==> src/rtl/core/pce_pkg.sv <==
package pce_pkg;

    // default widths of the coordinate format
    localparam int COORD_WIDTH = 32;
    localparam int FRAC_BITS   = 16;

    // datapath operation codes
    localparam logic [3:0] OP_NONE      = 4'd0;
    localparam logic [3:0] OP_ACCEPT    = 4'd1;
    localparam logic [3:0] OP_LOAD_D    = 4'd2;
    localparam logic [3:0] OP_MUL_LOAD  = 4'd3;
    localparam logic [3:0] OP_MUL_STEP  = 4'd4;
    localparam logic [3:0] OP_SAVE      = 4'd5;
    localparam logic [3:0] OP_SQRT_LOAD = 4'd6;
    localparam logic [3:0] OP_SQRT_STEP = 4'd7;
    localparam logic [3:0] OP_DIV_LOAD  = 4'd8;
    localparam logic [3:0] OP_DIV_STEP  = 4'd9;
    localparam logic [3:0] OP_OUT       = 4'd10;

    // product selects, also the save targets
    localparam logic [2:0] SEL_DDY_DX = 3'd0;
    localparam logic [2:0] SEL_DDX_DY = 3'd1;
    localparam logic [2:0] SEL_DX_DX  = 3'd2;
    localparam logic [2:0] SEL_DY_DY  = 3'd3;
    localparam logic [2:0] SEL_S_ROOT = 3'd4;

    typedef struct packed {
        logic [3:0] op;
        logic [2:0] sel;
        logic       first;
        logic       last;
        logic       run_last;
        logic       path_end;
        logic       short_path;
    } t_dp_cmd;

    typedef struct packed {
        logic out_free;
    } t_dp_sts;

endpackage

==> src/rtl/core/pce_datapath.sv <==
module pce_datapath #(
    parameter int COORD_WIDTH = pce_pkg::COORD_WIDTH,
    parameter int FRAC_BITS   = pce_pkg::FRAC_BITS
) (
    input  logic                          i_clk,
    input  logic                          i_rst_n,
    input  pce_pkg::t_dp_cmd              i_cmd,
    output pce_pkg::t_dp_sts              o_sts,
    input  logic signed [COORD_WIDTH-1:0] i_point_x,
    input  logic signed [COORD_WIDTH-1:0] i_point_y,
    input  logic                          i_stall,
    output logic                          o_valid,
    output logic signed [COORD_WIDTH-1:0] o_curvature,
    output logic                          o_run_last,
    output logic                          o_path_end,
    output logic                          o_short_path,
    output logic                          o_clipped
);
    import pce_pkg::*;

    localparam int W   = COORD_WIDTH;
    localparam int SW  = 2 * W + 2;       // sum of squares
    localparam int RW  = W + 1;           // square root
    localparam int PW  = 3 * W + 4;       // multiplier accumulator
    localparam int NMW = 2 * W + 3;       // numerator magnitude
    localparam int DNW = 3 * W + 3;       // denominator
    localparam int AW  = NMW + 2 * FRAC_BITS;
    localparam int QW  = W + 2;
    localparam int RMW = RW + 2;

    // path window
    logic signed [W-1:0] r_px, r_py, r_ox, r_oy;
    // differences
    logic signed [W:0]   r_dfx, r_dfy, r_dcx, r_dcy, r_dx, r_dy;
    logic signed [W+1:0] r_ddx, r_ddy;
    // multiplier
    logic [PW-1:0]       r_ma, r_acc;
    logic [W+1:0]        r_mb;
    // intermediate results
    logic [SW-1:0]       r_p1, r_sq, r_s, r_sr;
    logic                r_neg;
    logic [NMW-1:0]      r_nmag;
    logic [RW-1:0]       r_root;
    logic [RMW-1:0]      r_qrem;
    logic [DNW-1:0]      r_den, r_drem;
    logic [AW-1:0]       r_dvd;
    logic [QW-1:0]       r_q;
    logic                r_over;
    // output register
    logic                r_valid;

    logic [W+1:0]        cx2, cy2, ox2, oy2, px2, py2;
    logic [W:0]          mag_dx, mag_dy;
    logic [W+1:0]        mag_ddx, mag_ddy;
    logic                s1, s2;
    logic signed [NMW:0] t1, t2, nval;
    logic [RMW+1:0]      q_rem2, q_trial;
    logic [DNW:0]        d_rem2;
    logic                d_ge;
    logic [QW-1:0]       q_next;
    logic [W-1:0]        lim, out_mag;
    logic                clip;
    logic signed [W-1:0] out_val;
    logic                dzero;

    // sign extensions for the window arithmetic
    assign cx2 = {{2{i_point_x[W-1]}}, i_point_x};
    assign cy2 = {{2{i_point_y[W-1]}}, i_point_y};
    assign ox2 = {{2{r_ox[W-1]}}, r_ox};
    assign oy2 = {{2{r_oy[W-1]}}, r_oy};
    assign px2 = {{2{r_px[W-1]}}, r_px};
    assign py2 = {{2{r_py[W-1]}}, r_py};

    // magnitudes and product signs
    assign mag_dx  = r_dx[W]    ? (~r_dx + 1'b1)  : r_dx;
    assign mag_dy  = r_dy[W]    ? (~r_dy + 1'b1)  : r_dy;
    assign mag_ddx = r_ddx[W+1] ? (~r_ddx + 1'b1) : r_ddx;
    assign mag_ddy = r_ddy[W+1] ? (~r_ddy + 1'b1) : r_ddy;
    assign s1 = r_ddy[W+1] ^ r_dx[W];
    assign s2 = r_ddx[W+1] ^ r_dy[W];

    // numerator from the two cross products
    assign t1   = s1 ? -signed'((NMW+1)'(r_p1))  : signed'((NMW+1)'(r_p1));
    assign t2   = s2 ? -signed'((NMW+1)'(r_acc[SW-1:0])) :
                        signed'((NMW+1)'(r_acc[SW-1:0]));
    assign nval = t1 - t2;

    // square root step
    assign q_rem2  = {r_qrem, r_sr[SW-1:SW-2]};
    assign q_trial = (RMW+2)'({r_root, 2'b01});

    // division step
    assign d_rem2 = {r_drem, r_dvd[AW-1]};
    assign d_ge   = d_rem2 >= (DNW+1)'(r_den);
    assign q_next = {r_q[QW-2:0], d_ge};

    // saturation and sign of the result
    assign dzero   = (r_dx == '0) && (r_dy == '0);
    assign lim     = r_neg ? {1'b1, {(W-1){1'b0}}} : {1'b0, {(W-1){1'b1}}};
    assign clip    = r_over || (r_q > QW'(lim));
    assign out_mag = clip ? lim : r_q[W-1:0];
    assign out_val = r_neg ? -signed'(out_mag) : signed'(out_mag);

    assign o_sts.out_free = !r_valid || !i_stall;

    // window, control of the output transfer
    always_ff @(posedge i_clk) begin
        if (!i_rst_n) begin
            r_px    <= '0;
            r_py    <= '0;
            r_ox    <= '0;
            r_oy    <= '0;
            r_valid <= 1'b0;
        end else begin
            if (i_cmd.op == OP_ACCEPT) begin
                if (i_cmd.last) begin
                    r_px <= '0;
                    r_py <= '0;
                    r_ox <= '0;
                    r_oy <= '0;
                end else begin
                    r_ox <= r_px;
                    r_oy <= r_py;
                    r_px <= i_point_x;
                    r_py <= i_point_y;
                end
            end
            if (i_cmd.op == OP_OUT) begin
                r_valid <= 1'b1;
            end else if (!i_stall) begin
                r_valid <= 1'b0;
            end
        end
    end

    // arithmetic registers
    always_ff @(posedge i_clk) begin
        case (i_cmd.op)
            OP_ACCEPT: begin
                r_ddx <= cx2 + ox2 - (px2 << 1);
                r_ddy <= cy2 + oy2 - (py2 << 1);
                r_dfx <= px2[W:0] - ox2[W:0];
                r_dfy <= py2[W:0] - oy2[W:0];
                r_dcx <= cx2[W:0] - px2[W:0];
                r_dcy <= cy2[W:0] - py2[W:0];
            end
            OP_LOAD_D: begin
                r_dx <= i_cmd.first ? r_dfx : r_dcx;
                r_dy <= i_cmd.first ? r_dfy : r_dcy;
            end
            OP_MUL_LOAD: begin
                r_acc <= '0;
                case (i_cmd.sel)
                    SEL_DDY_DX: begin
                        r_ma <= PW'(mag_dx);
                        r_mb <= mag_ddy;
                    end
                    SEL_DDX_DY: begin
                        r_ma <= PW'(mag_dy);
                        r_mb <= mag_ddx;
                    end
                    SEL_DX_DX: begin
                        r_ma <= PW'(mag_dx);
                        r_mb <= (W+2)'(mag_dx);
                    end
                    SEL_DY_DY: begin
                        r_ma <= PW'(mag_dy);
                        r_mb <= (W+2)'(mag_dy);
                    end
                    default: begin
                        r_ma <= PW'(r_s);
                        r_mb <= (W+2)'(r_root);
                    end
                endcase
            end
            OP_MUL_STEP: begin
                if (r_mb[0]) begin
                    r_acc <= r_acc + r_ma;
                end
                r_ma <= r_ma << 1;
                r_mb <= r_mb >> 1;
            end
            OP_SAVE: begin
                case (i_cmd.sel)
                    SEL_DDY_DX: r_p1 <= r_acc[SW-1:0];
                    SEL_DDX_DY: begin
                        r_neg  <= nval[NMW];
                        r_nmag <= nval[NMW] ? NMW'(-nval) : NMW'(nval);
                    end
                    SEL_DX_DX: r_sq <= r_acc[SW-1:0];
                    SEL_DY_DY: r_s  <= r_sq + r_acc[SW-1:0];
                    default:   r_den <= r_acc[DNW-1:0];
                endcase
            end
            OP_SQRT_LOAD: begin
                r_qrem <= '0;
                r_root <= '0;
                r_sr   <= r_s;
            end
            OP_SQRT_STEP: begin
                if (q_rem2 >= q_trial) begin
                    r_qrem <= RMW'(q_rem2 - q_trial);
                    r_root <= {r_root[RW-2:0], 1'b1};
                end else begin
                    r_qrem <= RMW'(q_rem2);
                    r_root <= {r_root[RW-2:0], 1'b0};
                end
                r_sr <= r_sr << 2;
            end
            OP_DIV_LOAD: begin
                r_dvd  <= {r_nmag, {(2*FRAC_BITS){1'b0}}};
                r_drem <= '0;
                r_q    <= '0;
                r_over <= 1'b0;
            end
            OP_DIV_STEP: begin
                r_drem <= d_ge ? DNW'(d_rem2 - (DNW+1)'(r_den)) : DNW'(d_rem2);
                r_dvd  <= r_dvd << 1;
                if (!r_over) begin
                    r_q <= q_next;
                    if (q_next > (QW'(1) << W)) begin
                        r_over <= 1'b1;
                    end
                end
            end
            OP_OUT: begin
                o_run_last   <= i_cmd.run_last;
                o_path_end   <= i_cmd.path_end;
                o_short_path <= i_cmd.short_path;
                if (i_cmd.short_path || dzero) begin
                    o_curvature <= '0;
                    o_clipped   <= 1'b0;
                end else begin
                    o_curvature <= out_val;
                    o_clipped   <= clip;
                end
            end
            default: begin
            end
        endcase
    end

    assign o_valid = r_valid;

endmodule

==> src/rtl/core/pce_ctrl.sv <==
module pce_ctrl #(
    parameter int COORD_WIDTH = pce_pkg::COORD_WIDTH,
    parameter int FRAC_BITS   = pce_pkg::FRAC_BITS
) (
    input  logic             i_clk,
    input  logic             i_rst_n,
    input  logic             i_valid,
    input  logic             i_path_last,
    output logic             o_stall,
    input  pce_pkg::t_dp_sts i_sts,
    output pce_pkg::t_dp_cmd o_cmd
);
    import pce_pkg::*;

    localparam int AW = 4 * COORD_WIDTH + 3 + 2 * FRAC_BITS - COORD_WIDTH - COORD_WIDTH;
    localparam int CW = $clog2(AW);

    localparam logic [3:0] S_IDLE   = 4'd0;
    localparam logic [3:0] S_LOADD  = 4'd1;
    localparam logic [3:0] S_MLOAD  = 4'd2;
    localparam logic [3:0] S_MSTEP  = 4'd3;
    localparam logic [3:0] S_MSAVE  = 4'd4;
    localparam logic [3:0] S_QLOAD  = 4'd5;
    localparam logic [3:0] S_QSTEP  = 4'd6;
    localparam logic [3:0] S_DLOAD  = 4'd7;
    localparam logic [3:0] S_DSTEP  = 4'd8;
    localparam logic [3:0] S_OUT    = 4'd9;
    localparam logic [3:0] S_END    = 4'd10;
    localparam logic [3:0] S_SHORT  = 4'd11;

    localparam logic [CW-1:0] MUL_LAST  = CW'(COORD_WIDTH + 1);
    localparam logic [CW-1:0] SQRT_LAST = CW'(COORD_WIDTH);
    localparam logic [CW-1:0] DIV_LAST  = CW'(AW - 1);

    logic [3:0]    r_state, n_state;
    logic [1:0]    r_ps, n_ps;
    logic          r_first, n_first;
    logic          r_last, n_last;
    logic [1:0]    r_nshort, n_nshort;
    logic [2:0]    r_msel, n_msel;
    logic [CW-1:0] r_cnt, n_cnt;

    assign o_stall = (r_state != S_IDLE);

    // next state and datapath commands
    always_comb begin
        n_state  = r_state;
        n_ps     = r_ps;
        n_first  = r_first;
        n_last   = r_last;
        n_nshort = r_nshort;
        n_msel   = r_msel;
        n_cnt    = r_cnt;
        o_cmd    = '0;
        o_cmd.op = OP_NONE;
        case (r_state)
            S_IDLE: begin
                if (i_valid) begin
                    o_cmd.op   = OP_ACCEPT;
                    o_cmd.last = i_path_last;
                    if (r_ps < 2'd2) begin
                        if (i_path_last) begin
                            n_nshort = (r_ps == 2'd1) ? 2'd2 : 2'd1;
                            n_ps     = 2'd0;
                            n_state  = S_SHORT;
                        end else begin
                            n_ps = r_ps + 2'd1;
                        end
                    end else begin
                        n_first = (r_ps == 2'd2);
                        n_last  = i_path_last;
                        n_ps    = i_path_last ? 2'd0 : 2'd3;
                        n_state = S_LOADD;
                    end
                end
            end
            S_LOADD: begin
                o_cmd.op    = OP_LOAD_D;
                o_cmd.first = r_first;
                n_msel      = SEL_DDY_DX;
                n_state     = S_MLOAD;
            end
            S_MLOAD: begin
                o_cmd.op  = OP_MUL_LOAD;
                o_cmd.sel = r_msel;
                n_cnt     = '0;
                n_state   = S_MSTEP;
            end
            S_MSTEP: begin
                o_cmd.op = OP_MUL_STEP;
                n_cnt    = r_cnt + 1'b1;
                if (r_cnt == MUL_LAST) begin
                    n_state = S_MSAVE;
                end
            end
            S_MSAVE: begin
                o_cmd.op  = OP_SAVE;
                o_cmd.sel = r_msel;
                if (r_msel == SEL_S_ROOT) begin
                    n_state = S_DLOAD;
                end else if (r_msel == SEL_DY_DY) begin
                    n_state = S_QLOAD;
                end else begin
                    n_msel  = r_msel + 3'd1;
                    n_state = S_MLOAD;
                end
            end
            S_QLOAD: begin
                o_cmd.op = OP_SQRT_LOAD;
                n_cnt    = '0;
                n_state  = S_QSTEP;
            end
            S_QSTEP: begin
                o_cmd.op = OP_SQRT_STEP;
                n_cnt    = r_cnt + 1'b1;
                if (r_cnt == SQRT_LAST) begin
                    n_msel  = SEL_S_ROOT;
                    n_state = S_MLOAD;
                end
            end
            S_DLOAD: begin
                o_cmd.op = OP_DIV_LOAD;
                n_cnt    = '0;
                n_state  = S_DSTEP;
            end
            S_DSTEP: begin
                o_cmd.op = OP_DIV_STEP;
                n_cnt    = r_cnt + 1'b1;
                if (r_cnt == DIV_LAST) begin
                    n_state = S_OUT;
                end
            end
            S_OUT: begin
                if (i_sts.out_free) begin
                    o_cmd.op       = OP_OUT;
                    o_cmd.run_last = !r_first && !r_last;
                    if (r_first) begin
                        n_first = 1'b0;
                        n_state = S_LOADD;
                    end else if (r_last) begin
                        n_state = S_END;
                    end else begin
                        n_state = S_IDLE;
                    end
                end
            end
            S_END: begin
                if (i_sts.out_free) begin
                    o_cmd.op       = OP_OUT;
                    o_cmd.run_last = 1'b1;
                    o_cmd.path_end = 1'b1;
                    n_state        = S_IDLE;
                end
            end
            S_SHORT: begin
                if (i_sts.out_free) begin
                    o_cmd.op         = OP_OUT;
                    o_cmd.short_path = 1'b1;
                    o_cmd.run_last   = (r_nshort == 2'd1);
                    o_cmd.path_end   = (r_nshort == 2'd1);
                    n_nshort         = r_nshort - 2'd1;
                    if (r_nshort == 2'd1) begin
                        n_state = S_IDLE;
                    end
                end
            end
            default: begin
                n_state = S_IDLE;
            end
        endcase
    end

    // controller registers
    always_ff @(posedge i_clk) begin
        if (!i_rst_n) begin
            r_state  <= S_IDLE;
            r_ps     <= 2'd0;
            r_first  <= 1'b0;
            r_last   <= 1'b0;
            r_nshort <= 2'd0;
            r_msel   <= SEL_DDY_DX;
            r_cnt    <= '0;
        end else begin
            r_state  <= n_state;
            r_ps     <= n_ps;
            r_first  <= n_first;
            r_last   <= n_last;
            r_nshort <= n_nshort;
            r_msel   <= n_msel;
            r_cnt    <= n_cnt;
        end
    end

endmodule

==> src/rtl/core/path_curvature_estimator.sv <==
// Signed curvature of a path given one waypoint per transfer (signed fixed point
// x, y and a final-point flag). A result belongs to the waypoint before the one
// that caused it: the third waypoint releases the first two results, and a final
// waypoint adds a repeat of its own result flagged path_end. Each computed result
// is worked out by one shared shift-add multiplier (five products of COORD_WIDTH+2
// steps), a bit-serial square root (COORD_WIDTH+1 steps) and a restoring divider
// (2*COORD_WIDTH+3+2*FRAC_BITS steps); one waypoint may need two such results, and
// the input is stalled while a waypoint is in work. Paths of one or two waypoints
// give zero curvature flagged short_path, one result per cycle while the output
// is not stalled. A result waits in the output register and the next waypoint may
// be taken meanwhile.
module path_curvature_estimator #(
    parameter int COORD_WIDTH = pce_pkg::COORD_WIDTH,
    parameter int FRAC_BITS   = pce_pkg::FRAC_BITS
) (
    input  logic                          i_clk,
    input  logic                          i_rst_n,
    input  logic                          i_valid,
    output logic                          o_stall,
    input  logic signed [COORD_WIDTH-1:0] i_point_x,
    input  logic signed [COORD_WIDTH-1:0] i_point_y,
    input  logic                          i_path_last,
    output logic                          o_valid,
    input  logic                          i_stall,
    output logic signed [COORD_WIDTH-1:0] o_curvature,
    output logic                          o_run_last,
    output logic                          o_path_end,
    output logic                          o_short_path,
    output logic                          o_clipped
);
    import pce_pkg::*;

    t_dp_cmd cmd;
    t_dp_sts sts;

    // sequencing of one waypoint
    pce_ctrl #(
        .COORD_WIDTH (COORD_WIDTH),
        .FRAC_BITS   (FRAC_BITS)
    ) u_ctrl (
        .i_clk       (i_clk),
        .i_rst_n     (i_rst_n),
        .i_valid     (i_valid),
        .i_path_last (i_path_last),
        .o_stall     (o_stall),
        .i_sts       (sts),
        .o_cmd       (cmd)
    );

    // window, arithmetic units and output register
    pce_datapath #(
        .COORD_WIDTH (COORD_WIDTH),
        .FRAC_BITS   (FRAC_BITS)
    ) u_datapath (
        .i_clk        (i_clk),
        .i_rst_n      (i_rst_n),
        .i_cmd        (cmd),
        .o_sts        (sts),
        .i_point_x    (i_point_x),
        .i_point_y    (i_point_y),
        .i_stall      (i_stall),
        .o_valid      (o_valid),
        .o_curvature  (o_curvature),
        .o_run_last   (o_run_last),
        .o_path_end   (o_path_end),
        .o_short_path (o_short_path),
        .o_clipped    (o_clipped)
    );

endmodule
==> config.mk <==
export PLATFORM = sky130hd
export DESIGN_NAME = path_curvature_estimator
export DESIGN_NICKNAME = d
export VERILOG_FILES = /design/src/rtl/core/pce_pkg.sv /design/src/rtl/core/pce_datapath.sv /design/src/rtl/core/pce_ctrl.sv /design/src/rtl/core/path_curvature_estimator.sv
export SDC_FILE = /design/constraint.sdc
export NUM_CORES = 2
export LEC_CHECK = 0
export ABC_AREA = 0
export BUFFER_PORTS_ARGS = -buffer_cell sky130_fd_sc_hd__buf_2
export CAP_MARGIN = 20
export CORE_MARGIN = 1.5
export CORE_UTILIZATION = 30
export CTS_CLUSTER_SIZE = 30
export DETAILED_ROUTE_END_ITERATION = 16
export GPL_TIMING_DRIVEN = 0
export REMOVE_ABC_BUFFERS = 1
export SKIP_CTS_REPAIR_TIMING = 1
export SYNTH_ARGS = -nofsm -noshare
export SYNTH_HDL_FRONTEND = slang
export SYNTH_SLANG_ARGS = --single-unit
==> constraint.sdc <==
create_clock -name i_clk -period 42 [get_ports i_clk]
set_input_delay 10.5 -clock i_clk [delete_from_list [all_inputs] [get_ports i_clk]]
set_output_delay 10.5 -clock i_clk [all_outputs]
set_load 0.02 [all_outputs]
==> flow_summary_export.csv <==
group,metric,value,unit
clock_network,clock_path_buffers,4,
timing,setup_viol,0,
global_route,grt_pass1_wl,372000,um
placement,io_buffers,106,
power,power_density,70.9,mW/mm2
floorplanning,initial_core_util,30.1,%
final_layout,instances_no_fill,13888,
yosys,avgSynthCellArea,9.53,um2
setup_path,startpoint_type,"input port",
worst_hold_path,min_path_type,"flop to flop",
yosys,synth_edf_count,1234,
setup_path,crit_buf_inv,4,
routing,drt_iter0_markers,4704,
yosys,syn_inst,9665,
timing,hold_viol,0,
power,p_comb_share,50.6,%
timing,fmax,69.3,MHz
timing,slew_viol_final,0,
timing,worst_clock_skew,0.0970,ns
setup_path,crit_family,"compound AO/OA/AOI/OAI gates",
power,p_seq_share,29.2,%
power,peakVddDrop,0.0500,mV
routing,wl,237000,um
timing,period_share,34.4,%
clock_network,cts_tree,"built",
floorplanning,core_area,0.306,mm2
yosys,ys.warnings.count,0,
timing,tightest_slew,1.08,ns
setup_path,path_class,"input port to flop",
routing,drc,0,
clock_network,cts_sinks,1383,
global_route,antenna_found_initial,6,
setup_path,crit_chain,"buf_2, inv_1, fa_1, inv_1, ha_1, a21oi_1, o21ai_0, a21o_1, a211oi_1, nor3_1, a2111oi_0, dlymetal6s2s_1, a221oi_1, o311ai_0, nand2_1, o21ai_0, o21ai_0, o41a_1, xnor2_1",
floorplanning,rows,203,
final_layout,final_cell_mix,"edfxtp_1, a21oi_1, nand2_1, nor2_1, inv_1",
floorplanning,ios,107,
yosys,ys_ff_latch,1383,
outcome,run_status,"finished clean",
final_layout,layout_commonest_cell,"edfxtp_1",
clock_network,ctsHtreeMaxLevel,4,
power,clkPwrFrac,20.2,%
global_route,gr-total-overflow,0,
routing,viasPerCell,5.02,
clock_network,clkLatencyLatePin,0.88,ns
clock_network,numCtsBuffers,166,
power,switchingPower,3.07,mW
setup_path,cp_max_fo,4,
routing,drt_first_pass_iters,8,
global_route,grt_max_degree,110,
setup_path,endpoint_kind,"flop",
power,p_int,4.30,mW
setup_path,worstPathArrival,15.05,ns
timing,setup_tns,0,ns
power,p_leak,39.7,nW
global_route,grt_pass1_vias,67104,
yosys,postSynth.asyncResetShare,0,%
timing,max-slew-margin-rel,27.3,%
floorplanning,die_y,557,um
clock_network,path_clk_slew,0.06,ns
power,p_sw_share,41.6,%
routing,wire_per_inst,17.0,um
floorplanning,dieArea,0.310,mm2
placement,hpwl,180000,um
routing,vias,69683,
final_layout,syn_to_final_growth,12.9,%
final_layout,drive_gt1_share,6.74,%
timing,rsz0062_at_grt,"no",
placement,gp_congestion,0.878,
yosys,yosysSeqAreaShare,43.5,%
timing,min_period,14.43,ns
setup_path,worst_path_largest_cell_delay,0.54,ns
floorplanning,die_w,557,um
setup_path,cp_common_cell,"o21ai_0",
yosys,synthFlopType,"edfxtp_1",
yosys,syn_area,0.0921,mm2
clock_network,root_buffer,"clkbuf_16",
global_route,grt_usage,14.8,%
yosys,yosys.cell_types.count,103,
final_layout,nets,10402,
setup_path,required,42.62,ns
routing,ant_nets,0,
run,max-cap-violations,0,
final_layout,final_core_util,34.0,%
setup_path,slowest_stage,"fa_1",
placement,place_inst,13580,
[worst register-to-register path, delay by kind of cell, from the launching register on]
family | cells | cell delay (ns)
buf+inv | 4 | 1.05
simple gates | 8 | 3.09
fa+ha+maj | 2 | 0.64
compound gates | 10 | 2.32
xor+xnor | 3 | 1.08
flops | 1 | 0.54
[state kept, by name, summed over array words and instances, names as in the netlist, 34 cells and up]
register / cells
u_datapath.r_q: 34
u_datapath.r_sr: 66
u_datapath.r_acc: 99
u_datapath.r_dvd: 67
u_datapath.r_s: 66
u_datapath.r_den: 99
u_datapath.r_ddx: 34
u_datapath.r_drem: 99
u_datapath.r_nmag: 67
u_datapath.r_mb: 34
u_datapath.r_p1: 66
u_datapath.r_sq: 66
u_datapath.r_qrem: 35
u_datapath.r_ddy: 34
u_datapath.r_ma: 99
[cell usage after synthesis, drive strengths merged, types with 17 or more instances]
cell | count | area share [%]
a2111oi | 17 | 0.19
a211o | 22 | 0.21
a211oi | 47 | 0.38
a21boi | 43 | 0.35
a21o | 321 | 2.6
a21oi | 883 | 4.8
a221oi | 35 | 0.33
a22o | 39 | 0.37
a31o | 20 | 0.19
a31oi | 86 | 0.58
and2 | 128 | 0.87
and3 | 51 | 0.35
buf | 36 | 0.17
clkbuf | 357 | 1.5
dfxtp | 149 | 3.2
edfxtp | 1234 | 40
fa | 72 | 1.6
ha | 608 | 8.3
inv | 640 | 2.6
mux2 | 66 | 0.81
mux2i | 63 | 0.68
nand2 | 875 | 3.6
nand2b | 100 | 0.69
nand3 | 146 | 0.79
nand3b | 22 | 0.18
nand4 | 128 | 0.88
nor2 | 831 | 3.4
nor2b | 233 | 1.6
nor3 | 298 | 1.7
nor4 | 39 | 0.29
o211ai | 45 | 0.37
o21a | 78 | 0.64
o21ai | 534 | 2.9
o21bai | 81 | 0.66
o22ai | 47 | 0.32
o31ai | 90 | 0.74
o41ai | 28 | 0.27
or2 | 45 | 0.31
or3 | 88 | 0.60
or4 | 38 | 0.32
xnor2 | 487 | 4.6
xor2 | 309 | 2.9
[worst paths after layout]
check	from	end	slack, ns	depth (start not counted)
worst max register to register	u_datapath.r_acc[1]	u_datapath.r_nmag[23]	32.94	27
worst max-delay path	i_point_y[2]	u_datapath.r_ddy[33]	27.57	19
worst min-delay path	u_datapath.r_acc[69]	u_datapath.r_den[69]	0.46	0
worst min register to register	u_datapath.r_acc[69]	u_datapath.r_den[69]	0.46	0
[per-stage QoR]
stage | hold WS [ns] | setup WS [ns] | power (mW) | cell area, um2
finish | 0.460 | 27.57 | 7.37 | 104000
global route | 0.472 | 27.10 | 7.89 | 104000
CTS | 0.460 | 27.01 | 7.39 | 104000
detailed placement | 0.452 | 26.15 | 5.87 | 98400
global placement | 0.443 | -0.599 | 5.87 | 96300
floorplan | 0.433 | 19.81 | 4.89 | 90600
[layer usage]
metal,global-route usage [%],vias to the layer above,wire (um)
met1,20.8,32976,115000
li1,-,34914,-
met4,4.26,2,6210
met3,1.74,330,10200
met5,0,-,14
met2,23.9,1461,106000
[kinds of logic after synthesis]
family / after synthesis / share of synthesized area (%)
AND/OR/NAND/NOR: 3075 / 16.0
adder cells (fa/ha/maj): 680 / 9.82
AO/OA/AOI/OAI: 2568 / 17.5
flip-flops: 1383 / 43.5
buffers and inverters: 1034 / 4.24
multiplexers: 129 / 1.49
XOR/XNOR: 796 / 7.57
[power by group through the flow]
stage                     logic, mW  registers [mW]  clock network (mW)
final                          3.73            2.15                1.49
after global routing           4.14            2.18                1.58
after CTS                      3.71            2.15                1.53
after detailed placement       3.69            2.18                   0
after global placement         3.62            2.25                   0
after floorplan                2.74            2.14                   0
[final cells by class]
class / count / area [um2]
fillers: 31146 / 202000
multi-input cells: 7248 / 48400
flip-flops and latches: 1383 / 40000
well taps: 4100 / 5130
clock buffers: 195 / 4340
repair buffers: 213 / 2420
inverters: 641 / 2410
clock inverters: 106 / 1230
diodes: 2 / 5.00
Note: power is estimated with default switching activity, not from simulation.
